--- config.mk ---
export PLATFORM = sky130hd
export DESIGN_NAME = sorted_insert_queue_top
export DESIGN_NICKNAME = d
export VERILOG_FILES = /design/src/rtl/siq_pkg.sv /design/src/rtl/siq_ram.sv /design/src/rtl/siq_ctrl.sv /design/src/rtl/sorted_insert_queue_top.sv
export VERILOG_INCLUDE_DIRS = /design/src /design/src/rtl
export SDC_FILE = /design/constraint.sdc
export NUM_CORES = 2
export LEC_CHECK = 0
export BUFFER_PORTS_ARGS = -buffer_cell sky130_fd_sc_hd__clkbuf_2
export CAP_MARGIN = 25
export CORE_MARGIN = 3
export CORE_UTILIZATION = 51
export DETAILED_ROUTE_END_ITERATION = 8
export PLACE_DENSITY_LB_ADDON = 0.12
export SETUP_SLACK_MARGIN = 0.2
export SKIP_LAST_GASP = 1
export SYNTH_ARGS = -nofsm -noshare
export SYNTH_HDL_FRONTEND = slang
export SYNTH_SLANG_ARGS = --single-unit
--- constraint.sdc ---
create_clock -name aclk -period 9.8 [get_ports aclk]
set_clock_uncertainty 0.2 [all_clocks]
set_input_delay 0 -clock aclk [delete_from_list [all_inputs] [get_ports aclk]]
set_output_delay 0 -clock aclk [all_outputs]
set_load 0.03 [all_outputs]
--- src/rtl/sorted_insert_queue_top_macros.svh ---
// assertion helpers for the sorted insert queue
`ifndef SORTED_INSERT_QUEUE_TOP_MACROS_SVH
`define SORTED_INSERT_QUEUE_TOP_MACROS_SVH

// same-cycle implication, disabled while in reset
`define SIQ_ASSERT_NOW(name, clk, rstn, ante, cons) \
    name: assert property (@(posedge clk) disable iff (!(rstn)) (ante) |-> (cons)) \
        else $error("siq check failed");

// next-cycle implication, disabled while in reset
`define SIQ_ASSERT_NEXT(name, clk, rstn, ante, cons) \
    name: assert property (@(posedge clk) disable iff (!(rstn)) (ante) |=> (cons)) \
        else $error("siq check failed");

`endif

--- src/rtl/siq_pkg.sv ---
`timescale 1ns / 1ps
package siq_pkg;

    localparam int DEPTH  = 32;
    localparam int AW     = $clog2(DEPTH);
    localparam int CW     = $clog2(DEPTH + 1);
    localparam int SLOT_W = 5;
    localparam int OCC_W  = 6;

    localparam logic [1:0] REQ_APPEND = 2'd0;
    localparam logic [1:0] REQ_INSERT = 2'd1;
    localparam logic [1:0] REQ_REMOVE = 2'd2;

    localparam logic [1:0] ST_DONE  = 2'd0;
    localparam logic [1:0] ST_FULL  = 2'd1;
    localparam logic [1:0] ST_EMPTY = 2'd2;

    typedef struct packed {
        logic signed [31:0] key;
        logic [15:0]        tag;
    } entry_t;

    localparam int ENTRY_W = $bits(entry_t);

    typedef struct packed {
        logic          we;
        logic [AW-1:0] waddr;
        entry_t        wdata;
        logic [AW-1:0] raddr;
    } mem_req_t;

endpackage

--- src/rtl/siq_ram.sv ---
`timescale 1ns / 1ps
module siq_ram #(
    parameter int WIDTH = 8,
    parameter int DEPTH = 16
) (
    input  logic                     aclk,
    input  logic                     we,
    input  logic [$clog2(DEPTH)-1:0] waddr,
    input  logic [WIDTH-1:0]         wdata,
    input  logic [$clog2(DEPTH)-1:0] raddr,
    output logic [WIDTH-1:0]         rdata
);

    logic [WIDTH-1:0] mem_reg [DEPTH];
    logic [WIDTH-1:0] rdata_reg;

    always_ff @(posedge aclk) begin
        if (we) begin
            mem_reg[waddr] <= wdata;
        end
        rdata_reg <= mem_reg[raddr];
    end

    assign rdata = rdata_reg;

endmodule

--- src/rtl/siq_ctrl.sv ---
`timescale 1ns / 1ps
module siq_ctrl (
    input  logic                            aclk,
    input  logic                            aresetn,
    input  logic                            s_valid,
    output logic                            s_ready,
    input  logic [1:0]                      s_req_type,
    input  logic signed [31:0]              s_key,
    input  logic [15:0]                     s_tag,
    output logic                            m_valid,
    input  logic                            m_ready,
    output logic [1:0]                      m_status,
    output logic signed [31:0]              m_out_key,
    output logic [15:0]                     m_out_tag,
    output logic [siq_pkg::SLOT_W-1:0]      m_slot,
    output logic [siq_pkg::OCC_W-1:0]       m_occupancy,
    output siq_pkg::mem_req_t               mem_req,
    input  siq_pkg::entry_t                 mem_rdata
);
    import siq_pkg::*;

    typedef enum logic [3:0] {
        S_IDLE,
        S_SCAN_RD,
        S_SCAN_CMP,
        S_UP_RD,
        S_UP_WR,
        S_WRITE_NEW,
        S_RM_HEAD,
        S_DN_RD,
        S_DN_WR,
        S_DONE
    } state_t;

    state_t             state_reg;
    logic [CW-1:0]      count_reg;
    logic [CW-1:0]      idx_reg;
    logic [CW-1:0]      pos_reg;
    logic signed [31:0] key_reg;
    logic [15:0]        tag_reg;
    logic [1:0]         res_status_reg;
    logic signed [31:0] res_key_reg;
    logic [15:0]        res_tag_reg;
    logic [CW-1:0]      res_slot_reg;

    logic               m_valid_reg;
    logic [1:0]         m_status_reg;
    logic signed [31:0] m_out_key_reg;
    logic [15:0]        m_out_tag_reg;
    logic [SLOT_W-1:0]  m_slot_reg;
    logic [OCC_W-1:0]   m_occupancy_reg;

    logic [CW-1:0]      idx_dec;
    logic               is_full;
    logic               out_load;

    assign idx_dec  = idx_reg - CW'(1);
    assign is_full  = (count_reg == CW'(DEPTH));
    assign s_ready  = (state_reg == S_IDLE);
    assign out_load = (state_reg == S_DONE) && (!m_valid_reg || m_ready);

    always_comb begin
        mem_req       = '0;
        mem_req.wdata = mem_rdata;
        case (state_reg)
            S_SCAN_RD: begin
                mem_req.raddr = idx_reg[AW-1:0];
            end
            S_UP_RD: begin
                mem_req.raddr = idx_dec[AW-1:0];
            end
            S_UP_WR: begin
                mem_req.we    = 1'b1;
                mem_req.waddr = idx_reg[AW-1:0];
            end
            S_WRITE_NEW: begin
                mem_req.we        = 1'b1;
                mem_req.waddr     = pos_reg[AW-1:0];
                mem_req.wdata.key = key_reg;
                mem_req.wdata.tag = tag_reg;
            end
            S_DN_RD: begin
                mem_req.raddr = idx_reg[AW-1:0];
            end
            S_DN_WR: begin
                mem_req.we    = 1'b1;
                mem_req.waddr = idx_dec[AW-1:0];
            end
            default: begin
                // idle reads the head so a remove has it in the next cycle
                mem_req.raddr = '0;
            end
        endcase
    end

    always_ff @(posedge aclk) begin
        if (!aresetn) begin
            state_reg   <= S_IDLE;
            count_reg   <= '0;
            m_valid_reg <= 1'b0;
        end else begin
            if (out_load) begin
                m_valid_reg <= 1'b1;
            end else if (m_valid_reg && m_ready) begin
                m_valid_reg <= 1'b0;
            end
            case (state_reg)
                S_IDLE: begin
                    if (s_valid) begin
                        key_reg        <= s_key;
                        tag_reg        <= s_tag;
                        res_status_reg <= ST_DONE;
                        res_key_reg    <= '0;
                        res_tag_reg    <= '0;
                        res_slot_reg   <= '0;
                        case (s_req_type)
                            REQ_APPEND: begin
                                if (is_full) begin
                                    res_status_reg <= ST_FULL;
                                    state_reg      <= S_DONE;
                                end else begin
                                    pos_reg   <= count_reg;
                                    idx_reg   <= count_reg;
                                    state_reg <= S_UP_RD;
                                end
                            end
                            REQ_INSERT: begin
                                if (is_full) begin
                                    res_status_reg <= ST_FULL;
                                    state_reg      <= S_DONE;
                                end else begin
                                    idx_reg   <= '0;
                                    state_reg <= S_SCAN_RD;
                                end
                            end
                            REQ_REMOVE: begin
                                if (count_reg == '0) begin
                                    res_status_reg <= ST_EMPTY;
                                    state_reg      <= S_DONE;
                                end else begin
                                    state_reg <= S_RM_HEAD;
                                end
                            end
                            default: begin
                                state_reg <= S_DONE;
                            end
                        endcase
                    end
                end
                S_SCAN_RD: begin
                    if (idx_reg == count_reg) begin
                        pos_reg   <= count_reg;
                        state_reg <= S_UP_RD;
                    end else begin
                        state_reg <= S_SCAN_CMP;
                    end
                end
                S_SCAN_CMP: begin
                    // strictly greater, so equal keys keep arrival order
                    if (mem_rdata.key > key_reg) begin
                        pos_reg   <= idx_reg;
                        idx_reg   <= count_reg;
                        state_reg <= S_UP_RD;
                    end else begin
                        idx_reg   <= idx_reg + CW'(1);
                        state_reg <= S_SCAN_RD;
                    end
                end
                S_UP_RD: begin
                    if (idx_reg == pos_reg) begin
                        state_reg <= S_WRITE_NEW;
                    end else begin
                        state_reg <= S_UP_WR;
                    end
                end
                S_UP_WR: begin
                    idx_reg   <= idx_dec;
                    state_reg <= S_UP_RD;
                end
                S_WRITE_NEW: begin
                    count_reg    <= count_reg + CW'(1);
                    res_slot_reg <= pos_reg;
                    state_reg    <= S_DONE;
                end
                S_RM_HEAD: begin
                    res_key_reg <= mem_rdata.key;
                    res_tag_reg <= mem_rdata.tag;
                    idx_reg     <= CW'(1);
                    state_reg   <= S_DN_RD;
                end
                S_DN_RD: begin
                    if (idx_reg == count_reg) begin
                        count_reg <= count_reg - CW'(1);
                        state_reg <= S_DONE;
                    end else begin
                        state_reg <= S_DN_WR;
                    end
                end
                S_DN_WR: begin
                    idx_reg   <= idx_reg + CW'(1);
                    state_reg <= S_DN_RD;
                end
                S_DONE: begin
                    // wait for the output register to free up
                    if (out_load) begin
                        m_status_reg    <= res_status_reg;
                        m_out_key_reg   <= res_key_reg;
                        m_out_tag_reg   <= res_tag_reg;
                        m_slot_reg      <= SLOT_W'(res_slot_reg);
                        m_occupancy_reg <= OCC_W'(count_reg);
                        state_reg       <= S_IDLE;
                    end
                end
                default: begin
                    state_reg <= S_IDLE;
                end
            endcase
        end
    end

    assign m_valid     = m_valid_reg;
    assign m_status    = m_status_reg;
    assign m_out_key   = m_out_key_reg;
    assign m_out_tag   = m_out_tag_reg;
    assign m_slot      = m_slot_reg;
    assign m_occupancy = m_occupancy_reg;

endmodule

--- src/rtl/sorted_insert_queue_top.sv ---
`timescale 1ns / 1ps
// Sorted insert queue: holds up to DEPTH (32) entries of signed key and tag in a
// RAM with registered read, kept in order by one sequencer that reads, compares
// and moves one entry at a time. An append writes the new entry at the tail. An
// ordered insert compares held entries from the head until one holds a strictly
// greater key, moves the entries from there on back by one slot, tail first, and
// writes the new entry into the freed slot. A remove reads the head and moves
// every other held entry forward by one slot. Full and empty rejects go straight
// to the done state. No item is taken while one is being worked on; a finished
// result waits in the output register without holding up the next item.
module sorted_insert_queue_top (
    input  logic                       aclk,
    input  logic                       aresetn,
    input  logic                       s_valid,
    output logic                       s_ready,
    input  logic [1:0]                 s_req_type,
    input  logic signed [31:0]         s_key,
    input  logic [15:0]                s_tag,
    output logic                       m_valid,
    input  logic                       m_ready,
    output logic [1:0]                 m_status,
    output logic signed [31:0]         m_out_key,
    output logic [15:0]                m_out_tag,
    output logic [siq_pkg::SLOT_W-1:0] m_slot,
    output logic [siq_pkg::OCC_W-1:0]  m_occupancy
);
    import siq_pkg::*;

    `include "sorted_insert_queue_top_macros.svh"

    mem_req_t               mem_req;
    entry_t                 mem_rdata;
    logic [ENTRY_W-1:0]     ram_rdata;

    siq_ctrl u_ctrl (
        .aclk        (aclk),
        .aresetn     (aresetn),
        .s_valid     (s_valid),
        .s_ready     (s_ready),
        .s_req_type  (s_req_type),
        .s_key       (s_key),
        .s_tag       (s_tag),
        .m_valid     (m_valid),
        .m_ready     (m_ready),
        .m_status    (m_status),
        .m_out_key   (m_out_key),
        .m_out_tag   (m_out_tag),
        .m_slot      (m_slot),
        .m_occupancy (m_occupancy),
        .mem_req     (mem_req),
        .mem_rdata   (mem_rdata)
    );

    siq_ram #(
        .WIDTH (ENTRY_W),
        .DEPTH (DEPTH)
    ) u_ram (
        .aclk  (aclk),
        .we    (mem_req.we),
        .waddr (mem_req.waddr),
        .wdata (mem_req.wdata),
        .raddr (mem_req.raddr),
        .rdata (ram_rdata)
    );

    assign mem_rdata = entry_t'(ram_rdata);

    // the RAM is only written while an item is in flight
    `SIQ_ASSERT_NOW(a_no_write_idle, aclk, aresetn, mem_req.we, !s_ready)
    // a full reject reports a full queue
    `SIQ_ASSERT_NOW(a_full_occ, aclk, aresetn, m_valid && (m_status == ST_FULL), m_occupancy == OCC_W'(DEPTH))
    // an empty reject reports nothing held and no data
    `SIQ_ASSERT_NOW(a_empty_zero, aclk, aresetn, m_valid && (m_status == ST_EMPTY), (m_occupancy == '0) && (m_out_key == '0) && (m_out_tag == '0))
    // an accepted item keeps the queue from being ready again in the very next cycle
    `SIQ_ASSERT_NEXT(a_busy_after_accept, aclk, aresetn, s_valid && s_ready, !s_ready)

endmodule

## Yosys cells after proc, flatten, opt, wreduce, memory -nomap -nowiden

Memories as Yosys holds them, arrays and structs flattened. A register that Yosys moved wholly into a read port is not among the register bits.
Index checks and enable logic that the tools add are counted.

| word-level totals | value |
|---|---|
| flip-flop bits (word level) | 187 |
| bits in writable memories | 1536 |
| output and inout bits | 63 |
| logic and storage cells | 110 |
| memories | 1 |

| cells by class | value |
|---|---|
| add/sub/neg operators | 4 |
| magnitude comparators | 1 |
| equal/unequal tests | 24 |
| multiplexer cells | 40 |
| reduce and logical (&&, ||, !) cells | 24 |

Memory list:

| name | words | width | read ports | clocked after memory_dff | write ports | RTL line | text |
|---|---|---|---|---|---|---|---|
| u_ram.mem_reg | 32 | 48 | 1 | 1 | 1 | siq_ram.sv:14 | `logic [WIDTH-1:0] mem_reg [DEPTH];` |

Operators by type and width:

| kind | number |
|---|---|
| $pmux 32 s2 | 1 |
| $mux 6 | 9 |
| $mux 48 | 1 |
| $pmux 4 s9 | 1 |
| $pmux 6 s3 | 2 |
| $gt 32x32->1 | 1 |
| $mux 32 | 1 |
| $pmux 16 s2 | 1 |
| $pmux 6 s5 | 1 |
| $pmux 6 s2 | 2 |
| $mux 4 | 5 |
| $pmux 5 s2 | 2 |
| $eq 4x3->1 const B | 4 |
| $mux 16 | 1 |
| $add 6x1->6 const B | 2 |
| $eq 6x6->1 | 2 |
| $pmux 4 s3 | 1 |
| $reduce_and 3->1 | 4 |
| $sub 6x1->6 const B | 2 |
| $ne 2x1->1 const B | 5 |
| $eq 4x2->1 const B | 2 |
| $eq 4x4->1 const B | 2 |
| $mux 1 | 8 |
| $reduce_bool 2->1 | 4 |
| other kinds (22) | 29 |

## Longest topological paths before layout

| logic depth | value |
|---|---|
| depth in word-level cells | 5 |
| gate-level depth with buffers | 14 |
| gate-level depth less buffers | 11 |

## By module

From an unflattened synthesis, not the netlist that was laid out.

| second synthesis, totals | value |
|---|---|
| cell total of the unflattened synthesis | 4037 |
| area total of the unflattened synthesis | 69504.2 µm² |

By module, submodules not included:

| module | instances | cells an instance | area an instance (µm²) |
|---|---|---|---|
| siq_ram | 1 | 3364 | 60724.5 |
| siq_ctrl | 1 | 673 | 8779.7 |

## Worst setup path before layout

Ideal clock, no wire load.

| path | value |
|---|---|
| path type | register to register |
| start | reg u_ctrl.idx_reg[0] |
| end | mem u_ram.mem_reg[0][0] (netlist bit) (enable) |
| arrival | 4233 ps |
| data required time | 9146 ps |
| slack | 4913 ps |
| stages on the path, launching flop included | 10 |
| path buffers | 1 |
| clock period less this slack | 4887 ps |
| cell sequence | edfxtp_1 > buf_2 > inv_1 > ha_1 > or3b_1 > nor2b_1 > o21ai_0 > o311a_1 > nand3_1 > nor2_1 |

| between the ends | value |
|---|---|
| cells in the longest elaborated chain, start to end | 2 |

Ends and longest elaborated chain:

| element | RTL line | text |
|---|---|---|
| start, declared | siq_ctrl.sv:37 | `logic [CW-1:0] idx_reg;` |
| start signal, assigned | siq_ctrl.sv:123 | `idx_reg <= count_reg;` |
| start signal, assigned | siq_ctrl.sv:162 | `idx_reg <= count_reg;` |
| start signal, assigned | siq_ctrl.sv:165 | `idx_reg <= idx_reg + CW'(1);` |
| $sub 6x1->6 | siq_ctrl.sv:57 | `assign idx_dec = idx_reg - CW'(1);` |
| $pmux 6 s3 (*) | siq_ctrl.sv:65 | `case (state_reg)` |
| end, declared | siq_ram.sv:14 |  |

Every way passes the cells marked *; elsewhere a longest branch is shown, timed or not.

## Final worst setup path

| path | value |
|---|---|
| start | reg u_ctrl.idx_reg[0] |
| end | reg u_ram.rdata_reg[38] (netlist: u_ram.rdata[38]), read port of u_ram.mem_reg |

| between the ends | value |
|---|---|
| cells in the longest elaborated chain, start to end | 2 |

Ends and longest elaborated chain:

| element | RTL line | text |
|---|---|---|
| $sub 6x1->6 | siq_ctrl.sv:57 |  |
| $pmux 5 s2 (*) | siq_ctrl.sv:65 |  |
| end, declared | siq_ram.sv:15 | `logic [WIDTH-1:0] rdata_reg;` |

Marked as above.
A chain may end at the register's enable or synchronous reset.

==> impl_metrics.json <==
{
  "run_status": "finished, final reports clean",
  "max-cap-violations": 0,
  "r2r_cells": 11,
  "most_numerous_cell_in_the_yosys_netlist": "edfxtp_1",
  "crit_required_ns": 10.26,
  "max_slew_margin_pct": 23.0,
  "gp_congestion": 0.808,
  "clk_pin_slew_worst_paths_ns": 0.06,
  "fp.dieW_um": 378,
  "grt_pass1_vias": 35890,
  "detailroute.via_count": 37542,
  "largest_reg_flops": 1536,
  "floorplan.core_area_mm2": 0.136,
  "setup-tns-final_ns": 0,
  "worstMarginPinSlew_ns": 1.15,
  "start_util_pct": 51.7,
  "root_buffer": "clkbuf_16",
  "io_buffers": 116,
  "synth_fp_nets": 4157,
  "post_synth_arst_share_pct": 0,
  "ys_ff_latch": 1771,
  "number_of_antenna_violations_at_the_first_check_in_global_routing": 9,
  "cts_buffers": 180,
  "clock_latency_ns": 0.80,
  "number_of_stages_on_the_worst_hold_path": 4,
  "drt-vias-per-instance": 5.98,
  "arrival_time_worst_endpoint_ns": 5.69,
  "critical_path.max_fanout": 59,
  "worstReg2RegStart": "u_ctrl.idx_reg[0]",
  "post_synth_most_frequent_cells": "1712 x edfxtp_1, 998 x mux2i_1, 248 x nand2_1, 143 x a22oi_1, 113 x nand3_1",
  "worst_hold_path_type": "input pin to register",
  "nets": 4431,
  "power_density_mw_per_mm2": 269,
  "synth_top_cell_by_area": "edfxtp_1",
  "clock_sink_count": 1771,
  "placed_cells": 5823,
  "drive_gt1_share_pct": 12.5,
  "synth_area_per_cell_um2": 17.3,
  "max_buffers_root_to_sink": 3,
  "drt_wirelength_um": 179000,
  "drc": 0,
  "grt_start_max_net_pins": 126,
  "period_needed_ns": 5.23,
  "worst-setup-path-type": "register to register",
  "synth_edf_count": 1712,
  "hold_path_startpoint": "s_req_type[1]",
  "synth.lib_cells_used.distinct": 69,
  "fin_cells": 6276,
  "count_of_pins_over_their_slew_limit": 0,
  "detailedRoute.firstIterationViolations": 3904,
  "count_of_tritonroute_iterations_in_the_first_routing_pass": 5,
  "leakage_nw": 25.2,
  "setup.worst_path.end_class": "register",
  "grt_use_total_pct": 25.1,
  "core_rows": 135,
  "boundaryPins": 117,
  "grt_setup_unrepaired": "false",
  "area_growth_pct": 13.7,
  "post_cts.resized_instances": 0,
  "ff2ff_setup_slack_ns": 4.57,
  "route.antenna.remaining_nets": 0,
  "overflow": 0,
  "cts_tree": "done",
  "seq_area_frac_synth_pct": 74.6,
  "first_pass_grt_wire_length_um": 256000,
  "final-hold-violation-count": 0,
  "post-route-period-util_pct": 53.4,
  "setup_viol": 0,
  "die_h_um": 378,
  "fmax_mhz": 191,
  "dpl.hpwl_um": 90300,
  "yosys_most_used_dff": "edfxtp_1",
  "wl_per_cell_um": 28.6,
  "post_synth_inst_count": 4064,
  "critical_path.reg2reg.endpoint": "u_ram.rdata[38]",
  "yosys_warnings": 0,
  "synth.area.top_cells": "edfxtp_1 73%, mux2i_1 14%, dfxtp_1 1.7%",
  "netlist.area_leader.share_pct": 73.0,
  "startpoint_type": "register",
  "peakVddDrop_mv": 0.190,
  "combined_area_of_all_synthesized_cells_mm2": 0.0705,
  "hold_end": "u_ctrl.res_status_reg[1]",
  "dieArea_mm2": 0.143,
  "ctsHtreeMaxLevel": 4
}
metal layers:
layer | wire length [um] | global-route usage [%] | share of wire, % | up-vias
met1 | 79400 | 37.1 | 44 | 19414
li1 | - | - | - | 16478
met4 | 3900 | 6.56 | 2.2 | 2
met2 | 83300 | 39.4 | 46 | 1384
met3 | 12800 | 3.78 | 7.1 | 264
met5 | 7 | 0 | 0.0039 | -
worst max-delay path by stage:
stage | from | endpoint | slack [ns] | cells after the start
6_report | u_ctrl.idx_reg[0] | u_ram.rdata[38] | 4.57 | 11
5_1_grt | u_ctrl.idx_reg[0] | u_ram.rdata[38] | 4.22 | 11
4_1_cts | u_ctrl.idx_reg[0] | u_ram.rdata[36] | 4.58 | 11
3_5_place_dp | u_ctrl.idx_reg[0] | u_ram.rdata[36] | 4.60 | 11
3_3_place_gp | u_ctrl.idx_reg[0] | u_ram.rdata[38] | 4.67 | 11
2_1_floorplan | u_ctrl.idx_reg[0] | u_ram.mem_reg[0][0] | 4.91 | 9
through the flow:
stage / setup WS (ns) / cell area, um2 / hold WS [ns] / total power [mW] / util [%]
2_1_floorplan: 4.91 / 70500 / -0.101 / 13.4 / -
3_3_place_gp: 4.67 / 73000 / -0.0233 / 14.9 / 53.6
3_5_place_dp: 4.60 / 73100 / -0.0214 / 14.9 / 53.6
4_1_cts: 4.58 / 79900 / 0.00145 / 21.6 / 58.6
5_1_grt: 4.22 / 80100 / 0.0751 / 22.4 / 58.8
6_report: 4.57 / 80100 / 0.0626 / 21.5 / 58.8
report_power, final:
group | switching [mW] | total [mW] | internal [mW]
Clock | 2.80 | 6.68 | 3.88
Combinational | 3.25 | 4.78 | 1.53
Sequential | 0.282 | 10.1 | 9.78
Total | 6.34 | 21.5 | 15.2
logic make-up after synthesis:
family	count (synthesis)	share of synthesized area [%]
adders and majority gates	39	0.703
xor gates and xnor gates	27	0.336
buffers and inverters	269	2.03
and+or+nand+nor	603	4.11
AOI/OAI and AO/OA	310	3.26
DFF	1771	74.6
muxes	1045	14.9
worst max-delay path, stage by stage, from the launching register on:
cell and delay (ns):
edfxtp_1 0.63, inv_1 0.22, ha_1 0.32, nand3b_1 0.13
a21oi_2 0.23, o21a_4 0.65, buf_4 0.89, buf_4 0.94
mux2i_1 0.27, mux2i_1 0.10, o2111ai_1 0.30, nand4_1 0.12
cell usage in the layout (no fill, tap or decap), types with 6 or more instances in the layout:
master         netlist  routed
a211oi_1             9       9
a21oi_1             28      28
nand4_1             58      58
xnor2_1             10      10
dfxtp_1             59      59
nor2_1              59      26
bufinv_16            0       9
buf_12               0       7
and2_1              60      57
clkinv_2             0      30
a22oi_1            143     143
mux2i_1            998     998
nand2b_1             9       8
clkbuf_8             0      18
inv_1               50      49
ha_1                38      38
clkinv_1             0      24
xor2_1              17      17
nand2_1            248     247
buf_4               66      72
a31oi_1              6       6
clkbuf_16            0     187
clkbuf_1            48      60
o21ai_0             28      27
dlygate4sd3_1        0     108
nand3_1            113     113
buf_16               0       7
o2111ai_1           48      48
clkbuf_2             0     116
edfxtp_1          1712    1712
nor2b_1              9       9
mux2_2              47      47
nor3_1              14      14
nor2_4               0      36
area by class of cell:
cell class | instances | area [um2]
antenna | 1 | 2.50
clock buffer | 265 | 5150
clock inverter | 73 | 641
fill | 10218 | 56200
inverter | 51 | 193
multi-input combinational | 2024 | 16800
sequential | 1771 | 52600
tap | 1781 | 2230
timing repair buffer | 310 | 2530
timing repair:
action | in CTS | in global routing
endpoints found under the hold margin | 105 | 0
hold buffers | 108 | 0
buffers inserted | 0 | 0
Note: power is estimated with default switching activity, not from simulation.
